==> src/sv/ucdcs_pkg.sv <==
// shared types, constants and the class decode for the configuration descriptor class scanner
// no dependencies
package ucdcs_pkg;

  localparam int unsigned OFS_W  = 16;
  localparam int unsigned MASK_W = 6;
  localparam int unsigned FILT_W = 16;
  localparam int unsigned APB_AW = 3;
  localparam int unsigned APB_DW = 32;

  // register indexes (word address bits above the byte lane)
  localparam logic REG_CLASS_FILTER = 1'b0;

  localparam logic [FILT_W-1:0] FILTER_RESET = 16'hFFFF;
  localparam logic [OFS_W-1:0]  OFFSET_MAX   = 16'hFFFF;

  localparam logic [7:0] HDR_MIN      = 8'd4;
  localparam logic [7:0] DESC_MIN     = 8'd2;
  localparam logic [7:0] IFACE_MIN    = 8'd9;
  localparam logic [7:0] MIDI_SUBCLS  = 8'd3;
  localparam logic [7:0] TYPE_IFACE   = 8'h04;

  // positions inside a descriptor
  localparam logic [OFS_W-1:0] POS_TYPE     = 16'd1;
  localparam logic [OFS_W-1:0] POS_CLASS    = 16'd5;
  localparam logic [OFS_W-1:0] POS_SUBCLASS = 16'd6;

  // header offsets
  localparam logic [OFS_W-1:0] OFS_HDR_LEN  = 16'd0;
  localparam logic [OFS_W-1:0] OFS_TOT_LO   = 16'd2;
  localparam logic [OFS_W-1:0] OFS_TOT_HI   = 16'd3;
  localparam logic [OFS_W-1:0] OFS_WALK     = 16'd4;

  localparam logic [7:0] CLS_AUDIO = 8'h01;
  localparam logic [7:0] CLS_CDC   = 8'h02;
  localparam logic [7:0] CLS_HID   = 8'h03;
  localparam logic [7:0] CLS_MSC   = 8'h08;
  localparam logic [7:0] CLS_CDATA = 8'h0A;
  localparam logic [7:0] CLS_VIDEO = 8'h0E;

  localparam logic [MASK_W-1:0] BIT_HID   = 6'h01;
  localparam logic [MASK_W-1:0] BIT_MSC   = 6'h02;
  localparam logic [MASK_W-1:0] BIT_CDC   = 6'h04;
  localparam logic [MASK_W-1:0] BIT_MIDI  = 6'h08;
  localparam logic [MASK_W-1:0] BIT_AUDIO = 6'h10;
  localparam logic [MASK_W-1:0] BIT_VIDEO = 6'h20;

  typedef struct packed {
    logic [7:0] data_byte;
    logic       last_byte;
  } in_item_t;

  typedef struct packed {
    logic [MASK_W-1:0] class_mask;
    logic              filter_hit;
  } out_item_t;

  typedef struct packed {
    logic [OFS_W-1:0]  byte_offset;
    logic [OFS_W-1:0]  total_length;
    logic [OFS_W-1:0]  next_desc_start;
    logic [7:0]        desc_length;
    logic              desc_is_interface;
    logic [7:0]        class_code;
    logic              walk_stopped;
    logic [MASK_W-1:0] mask_accum;
  } walk_state_t;

  function automatic logic [MASK_W-1:0] class_bit(input logic [7:0] cls,
                                                  input logic [7:0] sub);
    logic [MASK_W-1:0] r;
    case (cls)
      CLS_HID:             r = BIT_HID;
      CLS_MSC:             r = BIT_MSC;
      CLS_CDC, CLS_CDATA:  r = BIT_CDC;
      CLS_AUDIO:           r = (sub == MIDI_SUBCLS) ? BIT_MIDI : BIT_AUDIO;
      CLS_VIDEO:           r = BIT_VIDEO;
      default:             r = '0;
    endcase
    return r;
  endfunction

endpackage

==> src/sv/usb_config_descriptor_class_scan_core.sv <==
// top level of the configuration descriptor class scanner
// depends on ucdcs_pkg, ucdcs_cfg_regs and ucdcs_walk

// Scans a USB configuration descriptor block fed one byte per transaction,
// offset zero first, and on the byte flagged last_byte returns one result
// transaction: a six-bit class mask (HID, mass storage, CDC, MIDI, other
// audio, video) and filter_hit, set when the mask overlaps the class_filter
// register (APB address 0, reset 0xFFFF). Bytes that are not last produce no
// result. Each byte is caught in an input register, then a single
// combinational step updates the walk state and, for a last byte, loads
// the result register, so a new byte can be accepted every cycle while the
// input register is not stalled, and a result is offered from the result
// register. The only stall comes from the output side: a last byte waits in
// the input register while the previous result has not been taken. After a
// result the walk state returns to reset and the next byte starts a new
// block. Write class_filter only while no block is in flight.
module usb_config_descriptor_class_scan_core import ucdcs_pkg::*; (
  input  logic              clk_i,
  input  logic              rst_ni,
  // byte stream
  input  logic              in_valid_i,
  output logic              in_ready_o,
  input  in_item_t          in_data_i,
  // result stream
  output logic              out_valid_o,
  input  logic              out_ready_i,
  output out_item_t         out_data_o,
  // configuration
  input  logic              psel,
  input  logic              penable,
  input  logic              pwrite,
  input  logic [APB_AW-1:0] paddr,
  input  logic [APB_DW-1:0] pwdata,
  output logic [APB_DW-1:0] prdata,
  output logic              pready
);

  logic [FILT_W-1:0] class_filter;

  // input register
  logic     in_vld_q, in_vld_d;
  in_item_t in_item_q;

  // walk state
  walk_state_t state_q, state_nxt;

  // result register
  logic      out_vld_q, out_vld_d;
  out_item_t out_item_q, result;

  logic      step;      // byte in the input register is processed this cycle
  logic      out_free;  // result register can take a new result

  ucdcs_cfg_regs u_cfg (
    .clk_i          (clk_i),
    .rst_ni         (rst_ni),
    .psel           (psel),
    .penable        (penable),
    .pwrite         (pwrite),
    .paddr          (paddr),
    .pwdata         (pwdata),
    .prdata         (prdata),
    .pready         (pready),
    .class_filter_o (class_filter)
  );

  ucdcs_walk u_walk (
    .cur_i          (state_q),
    .item_i         (in_item_q),
    .class_filter_i (class_filter),
    .nxt_o          (state_nxt),
    .result_o       (result)
  );

  assign out_free   = !out_vld_q || out_ready_i;
  // only a last byte needs room in the result register
  assign step       = in_vld_q && (out_free || !in_item_q.last_byte);
  assign in_ready_o = !in_vld_q || step;

  always_comb begin
    in_vld_d = in_vld_q;
    if (in_ready_o) begin
      in_vld_d = in_valid_i;
    end
  end

  always_comb begin
    out_vld_d = out_vld_q;
    if (out_ready_i) begin
      out_vld_d = 1'b0;
    end
    if (step && in_item_q.last_byte) begin
      out_vld_d = 1'b1;
    end
  end

  always_ff @(posedge clk_i or negedge rst_ni) begin
    if (!rst_ni) begin
      in_vld_q  <= 1'b0;
      out_vld_q <= 1'b0;
      state_q   <= '0;
    end else begin
      in_vld_q  <= in_vld_d;
      out_vld_q <= out_vld_d;
      if (step) begin
        state_q <= state_nxt;
      end
    end
  end

  // payload registers
  always_ff @(posedge clk_i) begin
    if (in_ready_o && in_valid_i) begin
      in_item_q <= in_data_i;
    end
    if (step && in_item_q.last_byte) begin
      out_item_q <= result;
    end
  end

  assign out_valid_o = out_vld_q;
  assign out_data_o  = out_item_q;

  // a stalled input register always holds a byte
  a_stall_has_item: assert property (@(posedge clk_i) disable iff (!rst_ni)
    !in_ready_o |-> in_vld_q)
    else $error("input stalled with empty input register");

  // a processed last byte resets the walk to offset zero
  a_block_restart: assert property (@(posedge clk_i) disable iff (!rst_ni)
    (step && in_item_q.last_byte) |=> (state_q.byte_offset == '0))
    else $error("walk not reset after last byte");

  // a stopped walk stays stopped until the block ends
  a_stop_sticky: assert property (@(posedge clk_i) disable iff (!rst_ni)
    (state_q.walk_stopped && !(step && in_item_q.last_byte)) |=> state_q.walk_stopped)
    else $error("walk restarted inside a block");

  // a result never overwrites one that has not been taken
  a_no_overwrite: assert property (@(posedge clk_i) disable iff (!rst_ni)
    (step && in_item_q.last_byte) |-> (!out_vld_q || out_ready_i))
    else $error("result register overwritten");

  // the filter flag agrees with the mask and the filter register
  a_hit_consistent: assert property (@(posedge clk_i) disable iff (!rst_ni)
    out_vld_q |-> (out_item_q.filter_hit ==
                   (|(out_item_q.class_mask & class_filter[MASK_W-1:0]))))
    else $error("filter_hit does not match mask");

endmodule

==> src/sv/ucdcs_cfg_regs.sv <==
// apb register file holding the class filter
// depends on ucdcs_pkg
module ucdcs_cfg_regs import ucdcs_pkg::*; (
  input  logic              clk_i,
  input  logic              rst_ni,
  input  logic              psel,
  input  logic              penable,
  input  logic              pwrite,
  input  logic [APB_AW-1:0] paddr,
  input  logic [APB_DW-1:0] pwdata,
  output logic [APB_DW-1:0] prdata,
  output logic              pready,
  output logic [FILT_W-1:0] class_filter_o
);

  logic [FILT_W-1:0] filter_q, filter_d;
  logic              reg_hit;

  assign reg_hit = (paddr[APB_AW-1] == REG_CLASS_FILTER);

  always_comb begin
    filter_d = filter_q;
    if (psel && penable && pwrite && reg_hit) begin
      filter_d = pwdata[FILT_W-1:0];
    end
  end

  always_ff @(posedge clk_i or negedge rst_ni) begin
    if (!rst_ni) begin
      filter_q <= FILTER_RESET;
    end else begin
      filter_q <= filter_d;
    end
  end

  assign pready         = 1'b1;
  assign prdata         = reg_hit ? {{(APB_DW-FILT_W){1'b0}}, filter_q} : '0;
  assign class_filter_o = filter_q;

endmodule

==> src/sv/ucdcs_walk.sv <==
// per-byte next-state and result logic of the descriptor walk
// depends on ucdcs_pkg
module ucdcs_walk import ucdcs_pkg::*; (
  input  walk_state_t       cur_i,
  input  in_item_t          item_i,
  input  logic [FILT_W-1:0] class_filter_i,
  output walk_state_t       nxt_o,
  output out_item_t         result_o
);

  logic [OFS_W-1:0] ofs;
  logic [7:0]       b;
  logic [OFS_W-1:0] start;
  logic [OFS_W-1:0] rel;
  logic [OFS_W:0]   end_min;
  logic [OFS_W:0]   end_desc;
  walk_state_t      upd;

  assign ofs      = cur_i.byte_offset;
  assign b        = item_i.data_byte;
  assign start    = cur_i.next_desc_start - {8'b0, cur_i.desc_length};
  assign rel      = ofs - start;
  assign end_min  = {1'b0, ofs} + {9'b0, DESC_MIN};
  assign end_desc = {1'b0, ofs} + {9'b0, b};

  always_comb begin
    upd = cur_i;
    if (ofs == OFS_HDR_LEN) begin
      upd.next_desc_start = {8'b0, b};
      if (b < HDR_MIN) begin
        upd.walk_stopped = 1'b1;
      end
    end else if (ofs == OFS_TOT_LO) begin
      upd.total_length[7:0] = b;
    end else if (ofs == OFS_TOT_HI) begin
      upd.total_length[15:8] = b;
    end else if (ofs >= OFS_WALK) begin
      if (!cur_i.walk_stopped && ofs < cur_i.total_length) begin
        if (ofs == cur_i.next_desc_start) begin
          // descriptor start: check it fits in the total
          if (end_min > {1'b0, cur_i.total_length} || b < DESC_MIN ||
              end_desc > {1'b0, cur_i.total_length}) begin
            upd.walk_stopped = 1'b1;
          end else begin
            upd.desc_length       = b;
            upd.next_desc_start   = end_desc[OFS_W-1:0];
            upd.desc_is_interface = 1'b0;
            upd.class_code        = '0;
          end
        end else if (cur_i.desc_length != 8'd0 && ofs >= start) begin
          case (rel)
            POS_TYPE: begin
              upd.desc_is_interface = (b == TYPE_IFACE) && (cur_i.desc_length >= IFACE_MIN);
            end
            POS_CLASS: begin
              upd.class_code = b;
            end
            POS_SUBCLASS: begin
              if (cur_i.desc_is_interface) begin
                upd.mask_accum = cur_i.mask_accum | class_bit(cur_i.class_code, b);
              end
            end
            default: begin
            end
          endcase
        end
      end
    end
    if (cur_i.byte_offset != OFFSET_MAX) begin
      upd.byte_offset = cur_i.byte_offset + 16'd1;
    end
  end

  assign result_o.class_mask = upd.mask_accum;
  assign result_o.filter_hit = |(upd.mask_accum & class_filter_i[MASK_W-1:0]);
  assign nxt_o               = item_i.last_byte ? '0 : upd;

endmodule
==> config.mk <==
export PLATFORM = sky130hd
export DESIGN_NAME = usb_config_descriptor_class_scan_core
export DESIGN_NICKNAME = d
export VERILOG_FILES = /design/src/sv/ucdcs_pkg.sv /design/src/sv/usb_config_descriptor_class_scan_core.sv /design/src/sv/ucdcs_cfg_regs.sv /design/src/sv/ucdcs_walk.sv
export SDC_FILE = /design/constraint.sdc
export NUM_CORES = 1
export LEC_CHECK = 0
export BUFFER_PORTS_ARGS = -buffer_cell sky130_fd_sc_hd__buf_2
export CAP_MARGIN = 10
export CORE_ASPECT_RATIO = 1.75
export CORE_MARGIN = 3
export CORE_UTILIZATION = 53
export CTS_CLUSTER_DIAMETER = 30
export DETAILED_ROUTE_END_ITERATION = 10
export HOLD_SLACK_MARGIN = 0.1
export PLACE_DENSITY = 0.82
export SLEW_MARGIN = 10
export SYNTH_ARGS = -nofsm -noshare
export SYNTH_HDL_FRONTEND = slang
export SYNTH_SLANG_ARGS = --single-unit
==> constraint.sdc <==
create_clock -name clk_i -period 11.6 [get_ports clk_i]
set_input_delay 0.58 -clock clk_i [delete_from_list [all_inputs] [get_ports clk_i]]
set_output_delay 0.58 -clock clk_i [all_outputs]
set_load 0.01 [all_outputs]
==> summary.txt <==
Logic synthesis
  – Mean post-synth cell area: 8.997 um2
  – Share of synthesized flip-flops with an asynchronous set or reset: 0.8491
  – Cells after Synth: 955
  – Predominant post-synthesis flop cell: dfrtp_1
  – Mapped cell area: 0.008592 mm2
  – Number of warnings printed during yosys synthesis: 0
  – Count of distinct cell types in the synthesized netlist: 80
  – Proportion of synthesized chip area in sequential cells: 0.3204
  – Area fraction of the dominant cell type after synthesis: 0.2155
  – Number of flops mapped to enable cells by yosys: 16
  – Register bit count reported by yosys: 106
  – Largest cells by area after synthesis: dfrtp_1 22%, ha_1 12%, edfxtp_1 5.6%, dfstp_2 4.9%, xor2_1 4.0%
  – Dominant cell type by area after synthesis: dfrtp_1

Place
  – Port-buffer cells: 57
  – Detailed placement HPWL: 18760 um
  – Final GP Congestion: 0.9855
  – DP Worst Slack: 6341 ps

STA
  – Final hold viol count: 0
  – Setup violation total in the final timing report: 0
  – Setup repair after global routing missed its margin: no
  – Final WS setup: 6219 ps
  – Fin Setup TNS: 0 ps
  – Final period util: 0.4639
  – Final critical path time including I/O delays and setup: 5381 ps
  – F_max: 185.8 MHz
  – Slew HR: 0.2155
  – Worst Clk Skew: 8.821 ps
  – Slew at the pin closest to its max-slew limit: 1166 ps
  – Pins Over Slew Limit: 0
  – Hold Slack: 173.2 ps

Route
  – Vias/cell: 6.317
  – DR pass1 iterations: 5
  – Starting DRT DRC Count: 459
  – Wirelength, routed: 23900 um
  – Antenna violation net count after detailed routing: 0
  – Via total after detailed routing: 7442
  – Routed wire per std cell: 20.29 um
  – Post-detailed-route DRC marker count: 0

Global route
  – GR Overflow Total: 0
  – Gr usage total: 0.2767
  – Pin count of the biggest net entering global routing: 57
  – Global-route wire length before repair: 38570 um
  – Antenna violations before repair: 0
  – Vias in the first global route: 7588

Cells and area
  – Area of the multi-input gates: 0.005335 mm2
  – Number of nets in the final layout: 1121
  – Fill cell count: 1384
  – Diode count: 0
  – Leading cell types in the layout, fill and taps excluded: 86 x nand2_1, 83 x ha_1, 74 x dfrtp_1
  – Layout cells sized above 1: 0.1345
  – Area Overhead vs Synth: 6.772%
  – Area taken by flip-flops and latches: 0.002753 mm2
  – Most common library cell in the layout ignoring fill and taps: nand2_1

Clock tree
  – Clock Tree Root: clkbuf_16
  – Number of buffers inserted for hold repair after clock tree synthesis: 0
  – Setup repair bufs after CTS: 0
  – CTS tree: built
  – H-tree depth: 3
  – Clock latency on the worst-skew pair: 350 ps
  – Sinks on Clock Net: 106
  – TritonCTS buffer count: 9
  – Number of gates resized after CTS: 0
  – Longest Clk Path Bufs: 2
  – Clock transition at path regs: 70 ps

Floorplan
  – Die Footprint: 0.01783 mm2
  – Height of the chip: 174.4 um
  – Die span in x: 102.2 um
  – Top Ports: 93
  – Initial cell density of the core: 0.5412
  – Number of placement rows: 61
  – Core outline area: 0.01588 mm2

Worst setup path
  – CP Max Fanout: 15
  – Nature of the critical path startpoint: flip-flop
  – CP peak stage delay: 810 ps
  – CP Buf/Inv Count: 0
  – Critical setup path kind: reg2reg
  – Critical path, cell by cell: ha_1 > nand3_1 > nor2_1 > and3_1 > and3_1 > nand3_1 > nor2_1 > xor2_1 > ha_1 > nand4_1 > a21oi_1 > a2111o_1 > nor3_1 > o32ai_1 > o21ai_1 > nand2_2 > mux2_2
  – Kind of cell adding the most delay to the critical path: simple AND/OR/NAND/NOR gates
  – Worst endpoint data arrival time: 5620 ps
  – Required @ worst endpoint: 11840 ps
  – Crit end category: flip-flop
  – CP max stage cell: dfrtp_1

Power and ir drop
  – Power density over the cells: 186.1 mW/mm2
  – Worst IR drop on VDD: 0.1047 mV
  – Total Power Consumption: 0.001708 W
  – Lkg Pwr: 4.261 nW

Status
  – Result of the run: finished, final reports clean

Job
  – Maximum Capacitance Violations: 0

Min path
  – Class of the worst hold path: in2async
[per-stage QoR]
| stage | cell area (um2) | cells | util |
|---|---|---|---|
| after floorplan | 8648 | 970 | - |
| after global placement | 8875 | 1162 | 0.5590 |
| after detailed placement | 8875 | 1162 | 0.5590 |
| after CTS | 9174 | 1178 | 0.5779 |
| after global routing | 9174 | 1178 | 0.5779 |
| final | 9174 | 1178 | 0.5779 |
[synthesized netlist by cell type, types with 21 or more instances]
cell     count
mux2i_1     23
nor2_1      65
nand2_1     86
nand3_1     34
mux2_2      24
xnor2_1     28
dfrtp_1     74
ha_1        83
a21oi_1     37
xor2_1      39
nor2b_1     24
nor3_1      21
inv_1       58
o21ai_0     53
[sequential cells by signal (all words and copies together), names as in the netlist]
name	flops
in_item_q	9
in_vld_q	1
out_data_o	7
out_valid_o	1
state_q	72
u_cfg.class_filter_o	16
[layer usage]
layer,GRT usage,routed length [um]
met4,0.2042,1992
met5,0,0
met1,0.2795,8190
met2,0.4948,12650
met3,0.04016,1059
[kinds of logic (layout without fill, tap and decap cells)]
| kind of cell | after synthesis | in the layout | share of synthesized area |
|---|---|---|---|
| flops | 106 | 106 | 0.3204 |
| mux | 50 | 50 | 0.06262 |
| fa+ha+maj | 86 | 86 | 0.1279 |
| compound gates | 211 | 211 | 0.1699 |
| xor+xnor | 67 | 67 | 0.06830 |
| other cells | 2 | 17 | 0.0008741 |
| buf+inv | 119 | 138 | 0.06524 |
| simple gates | 314 | 314 | 0.1848 |
[area by class of cell]
cell class                 instances  share of cell area
sequential                       106              0.3001
clock buffer                      10             0.02496
multi-input combinational        745              0.5816
clock inverter                     6            0.007638
inverter                          60             0.02455
tap                              189             0.02578
timing repair buffer              62             0.03546
[power by group]
part	internal (W)	switching, W	leakage [nW]
Combinational	0.000369	0.000569	2.78
Sequential	0.000427	0.0000380	1.33
Clock	0.000153	0.000152	0.145
Total	0.000948	0.000759	4.26
[final timing paths]
path / from / endpoint / slack (ps) / cells after the start
setup / recovery: state_q[57] / state_q[29] / 6220 / 17
hold / removal: rst_ni / state_q[61] / 170 / 1
setup reg to reg: state_q[57] / state_q[29] / 6220 / 17
hold reg to reg: state_q[50] / state_q[50] / 490 / 2
max in group asynchronous: rst_ni / state_q[12] / 10340 / 2
min in group clk_i: in_data_i[8] / in_item_q[8] / 400 / 1
No activity file was read; power rests on OpenSTA's default activity.
